**src/design/assert_macros.svh**
```systemverilog
// Assertion macros used by the debounced quadrature encoder top level.
// No dependencies; each macro expands to one labeled concurrent assertion.
`ifndef ASSERT_MACROS_SVH
`define ASSERT_MACROS_SVH

// Checked on every rising clock edge outside of reset.
`define DQE_ASSERT(label, prop, msg) \
   label: assert property (@(posedge clock) disable iff (reset) prop) else $error(msg);

// Checked on every rising clock edge, reset included.
`define DQE_ASSERT_ALWAYS(label, prop, msg) \
   label: assert property (@(posedge clock) prop) else $error(msg);

`endif

```
**src/design/dqe_pkg.sv**
```systemverilog
// Shared types, constants and the quadrature transition table of the
// debounced quadrature encoder. No dependencies.
package dqe_pkg;

   // Width of the timestamp arithmetic (valid range 8 to 32).
   localparam int TIME_WIDTH = 32;

   localparam logic [7:0] AB_HOLD_RESET     = 8'd2;
   localparam logic [7:0] SWITCH_HOLD_RESET = 8'd10;

   // Register indexes on the configuration port.
   localparam logic REG_AB_HOLD     = 1'b0;
   localparam logic REG_SWITCH_HOLD = 1'b1;

   typedef logic [TIME_WIDTH-1:0] time_type;

   typedef enum logic [1:0] {
      DIR_NONE  = 2'd0,
      DIR_RIGHT = 2'd1,
      DIR_LEFT  = 2'd2
   } dir_type;

   typedef struct packed {
      logic        level_a;
      logic        level_b;
      logic        level_switch;
      logic [31:0] now_ms;
   } req_type;

   typedef struct packed {
      logic step_right;
      logic step_left;
      logic click;
      logic switch_held;
   } rsp_type;

   typedef struct packed {
      logic [7:0] ab_hold_ms;
      logic [7:0] switch_hold_ms;
   } cfg_type;

   // Direction for a move from the old stable pair (upper bits) to the new
   // pair (lower bits). Pair encoding is {A, B}.
   function automatic dir_type quad_dir(input logic [3:0] idx);
      dir_type dir;
      case (idx) inside
         4'd2, 4'd4, 4'd11, 4'd13: dir = DIR_RIGHT;
         4'd1, 4'd7, 4'd8, 4'd14:  dir = DIR_LEFT;
         default:                  dir = DIR_NONE;
      endcase
      return dir;
   endfunction

endpackage

```
**src/design/dqe_csr.sv**
```systemverilog
// Configuration registers of the debounced quadrature encoder on an APB port.
// Depends on dqe_pkg for the register type, indexes and reset values.
module dqe_csr (
   input  logic             clock,
   input  logic             reset,
   input  logic             psel,
   input  logic             penable,
   input  logic             pwrite,
   input  logic [2:0]       paddr,
   input  logic [31:0]      pwdata,
   output logic [31:0]      prdata,
   output logic             pready,
   output dqe_pkg::cfg_type cfg
);

   logic [7:0] ab_hold_ff, ab_hold_in;
   logic [7:0] switch_hold_ff, switch_hold_in;
   logic       write_en;
   logic       reg_index;

   assign pready    = 1'b1;
   assign write_en  = psel && penable && pwrite && pready;
   assign reg_index = paddr[2];

   // Register write decode; only the low byte of the write data is kept.
   always_comb begin
      ab_hold_in     = ab_hold_ff;
      switch_hold_in = switch_hold_ff;
      if (write_en) begin
         unique case (reg_index)
            dqe_pkg::REG_AB_HOLD:     ab_hold_in     = pwdata[7:0];
            dqe_pkg::REG_SWITCH_HOLD: switch_hold_in = pwdata[7:0];
            default: ;
         endcase
      end
   end

   always_ff @(posedge clock) begin
      if (reset) begin
         ab_hold_ff     <= dqe_pkg::AB_HOLD_RESET;
         switch_hold_ff <= dqe_pkg::SWITCH_HOLD_RESET;
      end else begin
         ab_hold_ff     <= ab_hold_in;
         switch_hold_ff <= switch_hold_in;
      end
   end

   // Read data, zero extended.
   always_comb begin
      unique case (reg_index)
         dqe_pkg::REG_AB_HOLD:     prdata = {24'd0, ab_hold_ff};
         dqe_pkg::REG_SWITCH_HOLD: prdata = {24'd0, switch_hold_ff};
         default:                  prdata = 32'd0;
      endcase
   end

   assign cfg.ab_hold_ms     = ab_hold_ff;
   assign cfg.switch_hold_ms = switch_hold_ff;

endmodule

```
**src/design/dqe_core.sv**
```systemverilog
// Debounce state and step/click decision for one poll item.
// Depends on dqe_pkg for payload types, the time width and the direction table.
module dqe_core (
   input  logic             clock,
   input  logic             reset,
   input  dqe_pkg::cfg_type cfg,
   input  dqe_pkg::req_type item,
   input  logic             update,
   output dqe_pkg::rsp_type result
);

   logic [1:0]        stable_pair_ff, stable_pair_in;
   logic [1:0]        last_pair_ff, last_pair_in;
   dqe_pkg::time_type pair_time_ff, pair_time_in;
   logic              stable_switch_ff, stable_switch_in;
   logic              last_switch_ff, last_switch_in;
   dqe_pkg::time_type switch_time_ff, switch_time_in;
   logic              pressed_ff, pressed_in;

   dqe_pkg::time_type now;
   dqe_pkg::time_type pair_elapsed;
   dqe_pkg::time_type switch_elapsed;
   logic [1:0]        raw_pair;
   logic              pair_accept;
   logic              switch_accept;
   dqe_pkg::dir_type  dir;

   assign now            = item.now_ms[dqe_pkg::TIME_WIDTH-1:0];
   assign raw_pair       = {item.level_a, item.level_b};
   assign pair_elapsed   = now - pair_time_ff;
   assign switch_elapsed = now - switch_time_ff;

   // A pair is taken once it matches the last sample, has held long enough
   // and differs from the stable pair.
   assign pair_accept = (raw_pair == last_pair_ff)
                     && (pair_elapsed >= dqe_pkg::time_type'(cfg.ab_hold_ms))
                     && (raw_pair != stable_pair_ff);
   assign switch_accept = (item.level_switch == last_switch_ff)
                       && (switch_elapsed >= dqe_pkg::time_type'(cfg.switch_hold_ms))
                       && (item.level_switch != stable_switch_ff);

   assign dir = dqe_pkg::quad_dir({stable_pair_ff, raw_pair});

   // Next state of both debouncers; a raw change restarts the hold time.
   always_comb begin
      stable_pair_in   = stable_pair_ff;
      last_pair_in     = last_pair_ff;
      pair_time_in     = pair_time_ff;
      stable_switch_in = stable_switch_ff;
      last_switch_in   = last_switch_ff;
      switch_time_in   = switch_time_ff;
      pressed_in       = pressed_ff;
      if (update) begin
         if (raw_pair != last_pair_ff) begin
            last_pair_in = raw_pair;
            pair_time_in = now;
         end else if (pair_accept) begin
            stable_pair_in = raw_pair;
         end
         if (item.level_switch != last_switch_ff) begin
            last_switch_in = item.level_switch;
            switch_time_in = now;
         end else if (switch_accept) begin
            stable_switch_in = item.level_switch;
            pressed_in       = !item.level_switch;
         end
      end
   end

   always_ff @(posedge clock) begin
      if (reset) begin
         stable_pair_ff   <= 2'b00;
         last_pair_ff     <= 2'b00;
         pair_time_ff     <= '0;
         stable_switch_ff <= 1'b1;
         last_switch_ff   <= 1'b1;
         switch_time_ff   <= '0;
         pressed_ff       <= 1'b0;
      end else begin
         stable_pair_ff   <= stable_pair_in;
         last_pair_ff     <= last_pair_in;
         pair_time_ff     <= pair_time_in;
         stable_switch_ff <= stable_switch_in;
         last_switch_ff   <= last_switch_in;
         switch_time_ff   <= switch_time_in;
         pressed_ff       <= pressed_in;
      end
   end

   // Result of this item, with the held flag after its update.
   assign result.step_right  = pair_accept && (dir == dqe_pkg::DIR_RIGHT)
                            && (raw_pair == last_pair_ff);
   assign result.step_left   = pair_accept && (dir == dqe_pkg::DIR_LEFT);
   assign result.click       = switch_accept && !item.level_switch;
   assign result.switch_held = (item.level_switch == last_switch_ff && switch_accept)
                            ? !item.level_switch : pressed_ff;

endmodule

```
**src/design/debounced_quadrature_encoder_top.sv**
```systemverilog
// Items pass the input register, then their results the result register.
// Throughput: one item per cycle; a stalled result holds the input.
// The debounce state is read and written in the single pass between the
// input register and the result register.
// Reset (synchronous, active high) empties both registers, restores the
// debounce state (switch released, pair 00) and the hold times 2 and 10 ms.
`include "assert_macros.svh"

module debounced_quadrature_encoder_top (
   input  logic             clock,
   input  logic             reset,
   input  logic             req_valid,
   output logic             req_ready,
   input  dqe_pkg::req_type req_data,
   output logic             rsp_valid,
   input  logic             rsp_ready,
   output dqe_pkg::rsp_type rsp_data,
   input  logic             psel,
   input  logic             penable,
   input  logic             pwrite,
   input  logic [2:0]       paddr,
   input  logic [31:0]      pwdata,
   output logic [31:0]      prdata,
   output logic             pready
);

   dqe_pkg::cfg_type cfg;
   dqe_pkg::req_type in_data_ff;
   dqe_pkg::rsp_type out_data_ff;
   dqe_pkg::rsp_type result;
   logic             in_valid_ff, in_valid_in;
   logic             out_valid_ff, out_valid_in;
   logic             advance;
   logic             req_transfer;

   dqe_csr u_csr (
      .clock   (clock),
      .reset   (reset),
      .psel    (psel),
      .penable (penable),
      .pwrite  (pwrite),
      .paddr   (paddr),
      .pwdata  (pwdata),
      .prdata  (prdata),
      .pready  (pready),
      .cfg     (cfg)
   );

   dqe_core u_core (
      .clock  (clock),
      .reset  (reset),
      .cfg    (cfg),
      .item   (in_data_ff),
      .update (advance),
      .result (result)
   );

   // The input register moves on whenever the result register is free or
   // its result is taken in the same cycle.
   assign advance      = in_valid_ff && (!out_valid_ff || rsp_ready);
   assign req_ready    = !in_valid_ff || advance;
   assign req_transfer = req_valid && req_ready;

   always_comb begin
      in_valid_in = in_valid_ff;
      if (req_ready) begin
         in_valid_in = req_valid;
      end
      out_valid_in = out_valid_ff;
      if (advance) begin
         out_valid_in = 1'b1;
      end else if (rsp_ready) begin
         out_valid_in = 1'b0;
      end
   end

   always_ff @(posedge clock) begin
      if (reset) begin
         in_valid_ff  <= 1'b0;
         out_valid_ff <= 1'b0;
      end else begin
         in_valid_ff  <= in_valid_in;
         out_valid_ff <= out_valid_in;
      end
   end

   // Payload registers load on a transfer only.
   always_ff @(posedge clock) begin
      if (req_transfer) begin
         in_data_ff <= req_data;
      end
      if (advance) begin
         out_data_ff <= result;
      end
   end

   assign rsp_valid = out_valid_ff;
   assign rsp_data  = out_data_ff;

   `DQE_ASSERT(a_single_direction, rsp_valid |-> !(rsp_data.step_right && rsp_data.step_left), "both step directions in one result")
   `DQE_ASSERT(a_click_held, (rsp_valid && rsp_data.click) |-> rsp_data.switch_held, "click without held switch")
   `DQE_ASSERT(a_stage_holds, (in_valid_ff && out_valid_ff && !rsp_ready) |=> in_valid_ff, "input register lost an item under stall")
   `DQE_ASSERT_ALWAYS(a_reset_empty, reset |=> (!rsp_valid && !in_valid_ff), "pipeline not empty after reset")

endmodule
```
**config.mk**
```make
export PLATFORM = sky130hd
export DESIGN_NAME = debounced_quadrature_encoder_top
export DESIGN_NICKNAME = d
export VERILOG_FILES = /design/src/design/dqe_pkg.sv /design/src/design/dqe_csr.sv /design/src/design/dqe_core.sv /design/src/design/debounced_quadrature_encoder_top.sv
export VERILOG_INCLUDE_DIRS = /design/src /design/src/design
export SDC_FILE = /design/constraint.sdc
export NUM_CORES = 1
export LEC_CHECK = 0
export ABC_CLOCK_PERIOD_IN_PS = 5300
export BUFFER_PORTS_ARGS = -buffer_cell sky130_fd_sc_hd__clkbuf_2
export CAP_MARGIN = 40
export CORE_MARGIN = 2
export CORE_UTILIZATION = 30
export CTS_CLUSTER_SIZE = 24
export DETAILED_ROUTE_END_ITERATION = 10
export PLACE_DENSITY = 0.53
export SLEW_MARGIN = 20
export SYNTH_ARGS = -nofsm -noshare
export SYNTH_HDL_FRONTEND = slang
export SYNTH_HIERARCHICAL = 1
export SYNTH_SLANG_ARGS = --single-unit
```
**constraint.sdc**
```tcl
create_clock -name clock -period 5.3 [get_ports clock]
set_input_delay 0.265 -clock clock [delete_from_list [all_inputs] [get_ports clock]]
set_output_delay 0.265 -clock clock [all_outputs]
set_load 0.05 [all_outputs]
```
**Word-level counts from Yosys, hierarchy flattened**

Cells that the tools add are included.
Widths: inputs -> output; s select.

- Register bits: 128
- Input bits: 77
- Output and inout port bits: 39
- Logic and storage cells: 75

- Reductions and logical operators: 27
- Bitwise operators: 3
- $lt $le $gt $ge: 2
- Muxes and demuxes: 6
- Equality and inequality tests: 16
- $add $sub $neg: 2

Operator list:

| operator | number |
|---|---|
| $ge 32x8->1 | 2 |
| $pmux 32 s2 | 1 |
| $sub 32x32->32 | 2 |
| $eq 4x4->1 const B | 4 |
| $logic_and 1x1->1 | 13 |
| $eq 4x3->1 const B | 2 |
| $reduce_and 2->1 | 4 |
| $reduce_or 4->1 | 2 |
| $reduce_and 3->1 | 2 |
| $eq 4x1->1 const B | 1 |
| $eq 4x2->1 const B | 1 |
| $mux 2 | 2 |
| $ne 2x2->1 | 2 |
| $logic_not 1->1 | 3 |
| $mux 1 | 3 |
| $not 1->1 | 3 |
| $eq 2x1->1 const B | 1 |
| $eq 2x2->1 | 1 |
| $eq 2x2->1 const B | 1 |
| $logic_or 1x1->1 | 2 |
| $ne 1x1->1 | 2 |
| $reduce_bool 2->1 | 1 |
| $eq 1x1->1 | 1 |

**Longest topological paths before layout**

- Word-level depth: 7
- Mapped depth: 20

**Hierarchy**

Netlist, hierarchy kept.

Modules (own cells, without submodules):

| module | cells an instance | area an instance (um2) | times used |
|---|---|---|---|
| dqe_core | 1049 | 7267.0 | 1 |
| debounced_quadrature_encoder_top | 49 | 1275.0 | 1 |
| dqe_csr | 101 | 993.5 | 1 |

**Least setup slack after synthesis**

Ideal clock, no wire load.

- Kind: reg-to-reg
- Start point: register in_data_ff[4] in the netlist's numbering
- End point: register u_core.pressed_ff
- Path buffers: 1
- Cell stages (with the launch flop): 19
- Setup time: 86 ps
- Path slack: 1190 ps
- Period minus slack after synthesis: 4110 ps
- Arrival time: 4023 ps
- Data required time: 5214 ps
- Cells stage by stage: edfxtp_1 -> ha_1 -> buf_6 -> a21o_1 -> a31o_2 -> o21ai_1 -> nand2b_1 -> a21oi_1 -> xnor2_1 -> ha_1 -> a221o_1 -> a311oi_1 -> o2111a_1 -> o2111a_1 -> nand4b_1 -> nor4_1 -> nand4bb_1 -> and4b_4 -> a221oi_2

- Word-level cells in the longest chain between the ends: 5

RTL lines:

| element | RTL line | RTL |
|---|---|---|
| start: declaration | debounced_quadrature_encoder_top.sv:28 | `dqe_pkg::req_type in_data_ff;` |
| start signal: assignment | debounced_quadrature_encoder_top.sv:90 | `in_data_ff <= req_data;` |
| $sub 32x32->32 | dqe_core.sv:31 | `assign switch_elapsed = now - switch_time_ff;` |
| $ge 32x8->1 | dqe_core.sv:39 | `&& (switch_elapsed >= dqe_pkg::time_type'(cfg.switch_hold_ms))` |
| $logic_and 1x1->1 | dqe_core.sv:39 |  |
| $logic_and 1x1->1 | dqe_core.sv:40 | `&& (item.level_switch != stable_switch_ff);` |
| $reduce_and 3->1 (no source line) | -- |  |
| end signal: assignment | dqe_core.sv:86 | `pressed_ff <= pressed_in;` |
| end: declaration | dqe_core.sv:18 | `logic pressed_ff, pressed_in;` |

No other way between the ends.
A chain may end at the register's enable or synchronous reset.

**Final worst setup path**

Ends and elaborated chain as after synthesis.

==> flow_summary.json <==
{
  "outcome": "finished clean",
  "grt.busiest_layer": "met2",
  "wl_per_cell_microns": 16.02,
  "syn_area_sq_um": 9535,
  "drt_iter0_markers": 462,
  "antenna_found_initial": 0,
  "rsz0062_at_grt": "no",
  "ios": 116,
  "syn_to_final_growth_pct": 12.62,
  "grtUsageMet2": 0.2713,
  "fillers": 3320,
  "clk_path_buf_depth": 2,
  "grtUsageMet1": 0.2117,
  "grt_max_degree": 70,
  "instances_no_fill": 1657,
  "synth_area_leaders": "dfxtp_1 19%, edfxtp_1 12%, ha_1 10%",
  "utilization": 0.3421,
  "grt_pass1_vias": 8057,
  "crit_type": "register to register",
  "drive_gt1_frac": 0.09801,
  "preCtsSetupSlack_ns": 0.3389,
  "ys_seq_area_frac": 0.3097,
  "r2r_cells": 17,
  "fmax_mhz": 201.4,
  "post_cts_resized": 0,
  "cts_tree": "done",
  "power.density_nw_per_um2": 280.1,
  "power.internal_mw": 1.995,
  "coreArea_sq_um": 31390,
  "maxSlewHeadroom": 0.5057,
  "track_usage": 0.1607,
  "cp-start-kind": "register",
  "power_leakage_nw": 4.033,
  "report.final.slew_viol_count": 0,
  "crit_fanout": 7,
  "hold_depth": 1,
  "drt_first_pass_iters": 7,
  "vias_per_cell": 5.185,
  "synth_edf_count": 39,
  "yosys_warnings": 6,
  "postLayoutSetupSlackWorst_ns": 0.3352,
  "die-area_sq_um": 33230,
  "antennaDiodeCount": 0,
  "seq_power_share": 0.367,
  "critPathArrivalTime_ns": 5.31,
  "drcViolationCount": 0,
  "hpwl_microns": 20100,
  "min_path_type": "input pin to register",
  "postCtsSetupBuffers": 0,
  "place_congestion": 0.9146,
  "final_area_sq_um": 10740,
  "final_antenna_net_count": 0,
  "ir_drop_uv": 237.5,
  "synth_seq_cells": 128,
  "nets": 1399,
  "die_w_microns": 182.3,
  "die_h_microns": 182.3,
  "clock_latency_ns": 0.43,
  "holdBufCountCts": 12,
  "worst_pin_slew_ns": 0.7338,
  "layout_worst_path_cycle_share": 0.9368,
  "synthFlopType": "dfxtp_1",
  "placementRows": 65,
  "wl_microns": 26550,
  "root_buffer": "clkbuf_16",
  "placed_cell_area_sq_um": 10040,
  "htreeDepth": 4,
  "numCtsBuffers": 17,
  "port_buffers": 64,
  "clk_pin_slew_ns": 0.06,
  "fin_skew_ns": 0.01112,
  "overflow": 0,
  "maxCapViolCount": 0,
  "required_ns": 5.65,
  "postSynthCellCount": 1199,
  "yosysMostFrequentCell": "nand2_1",
  "dp_cells": 1611,
  "synthArstFlopShare": 0,
  "p_switching_mw": 1.013,
  "fin_tns_setup_ns": 0,
  "whs_ns": 0.01541,
  "cts_num_sinks": 128,
  "synth_area_per_cell_sq_um": 7.953,
  "setup_violations": 0,
  "final_hold_viol_count": 0,
  "fin_total_pwr_mw": 3.008,
  "synth_common_cells": "202 x nand2_1, 135 x a21oi_1, 91 x inv_1",
  "yosys.area.top_type_share": 0.1869,
  "yosysUniqueCellTypes": 82,
  "end_kind": "register",
  "layout_min_cycle_time_ns": 4.965,
  "combPwrFrac": 0.259,
  "vias": 8592,
  "clockPowerShare": 0.374,
  "synth_top_area_cell": "dfxtp_1",
  "start_util": 0.3037,
  "switching_share": 0.3368,
  "met3_usage": 0.02095,
  "grt_pass1_wl_microns": 42470
}
[logic make-up (layout without fill, tap and decap cells)]
group	count (synthesis)	in the layout	synth area share
xor gates and xnor gates	36	36	0.03307
adders and majority gates	80	80	0.1065
DFF	128	128	0.3097
AOI/OAI and AO/OA	326	326	0.2187
muxes	33	33	0.03569
and+or+nand+nor	421	421	0.2131
other	2	25	0.0007876
buffers and inverters	173	206	0.08240
[cell usage in the layout (no fill, tap or decap), types with 25 or more instances in the layout]
master      n
clkbuf_2   63
a21oi_1   135
ha_1       78
nand2_1   202
nor3_1     27
mux2i_1    25
o21ai_0    44
edfxtp_1   39
inv_1      91
nand2b_1   34
conb_1     25
nor2_1     54
dfxtp_1    89
[metal layers]
metal | wire, microns | up-vias | part of all wire
li1 | - | 4302 | -
met1 | 12450 | 4085 | 0.47
met2 | 12700 | 169 | 0.48
met3 | 861 | 36 | 0.032
met4 | 534 | 0 | 0.020
met5 | 0 | - | 0
[worst max-delay path, stage by stage, from the launching register on]
cell and delay, ns:
edfxtp_1 0.46, ha_1 0.44, a21o_1 0.27, a31o_2 0.24, o21ai_1 0.26, nand2b_1 0.09
a21oi_1 0.17, xnor2_1 0.14, ha_1 0.28, a221o_1 0.36, a311oi_1 0.39, o2111a_1 0.26
o2111a_1 0.17, nand4b_1 0.10, nor4_1 0.29, nand4bb_1 0.39, and4b_4 0.35, a221oi_2 0.24
[registers in the layout, summed over array words and instances (netlist names), 2 cells and up]
register / cells
in_data_ff: 35
u_core/pair_time_ff: 32
u_core/switch_time_ff: 32
u_csr/ab_hold_ff: 8
u_csr/switch_hold_ff: 8
rsp_data: 4
u_core/last_pair_ff: 2
u_core/stable_pair_ff: 2
[final timing paths]
check	from	endpoint	slack [ns]
worst min register to register	u_core/switch_time_ff[19]	u_core/switch_time_ff[19]	0.45
worst min-delay path	req_data[25]	in_data_ff[25]	0.02
worst max-delay path	in_data_ff[4]	u_core/pressed_ff	0.34
worst max register to register	in_data_ff[4]	u_core/pressed_ff	0.34
[power by group through the flow]
| stage | Clock [mW] | Sequential, mW | Combinational [mW] |
|---|---|---|---|
| 2_1_floorplan | 0 | 1.11 | 0.596 |
| 3_3_place_gp | 0 | 1.12 | 0.764 |
| 3_5_place_dp | 0 | 1.12 | 0.762 |
| 4_1_cts | 1.16 | 1.10 | 0.774 |
| 5_1_grt | 1.19 | 1.11 | 0.868 |
| 6_report | 1.13 | 1.10 | 0.779 |
[final cells by class]
cell class,instances,area [sq um],share of cell area
flip-flops and latches,128,2953,0.2750
clock inverters,15,132.6,0.01235
repair buffers,83,500.5,0.04660
multi-input cells,921,5883,0.5478
inverters,91,341.6,0.03181
well taps,402,503.0,0.04684
clock buffers,17,425.4,0.03961
No activity file was read; power rests on OpenSTA's default activity.
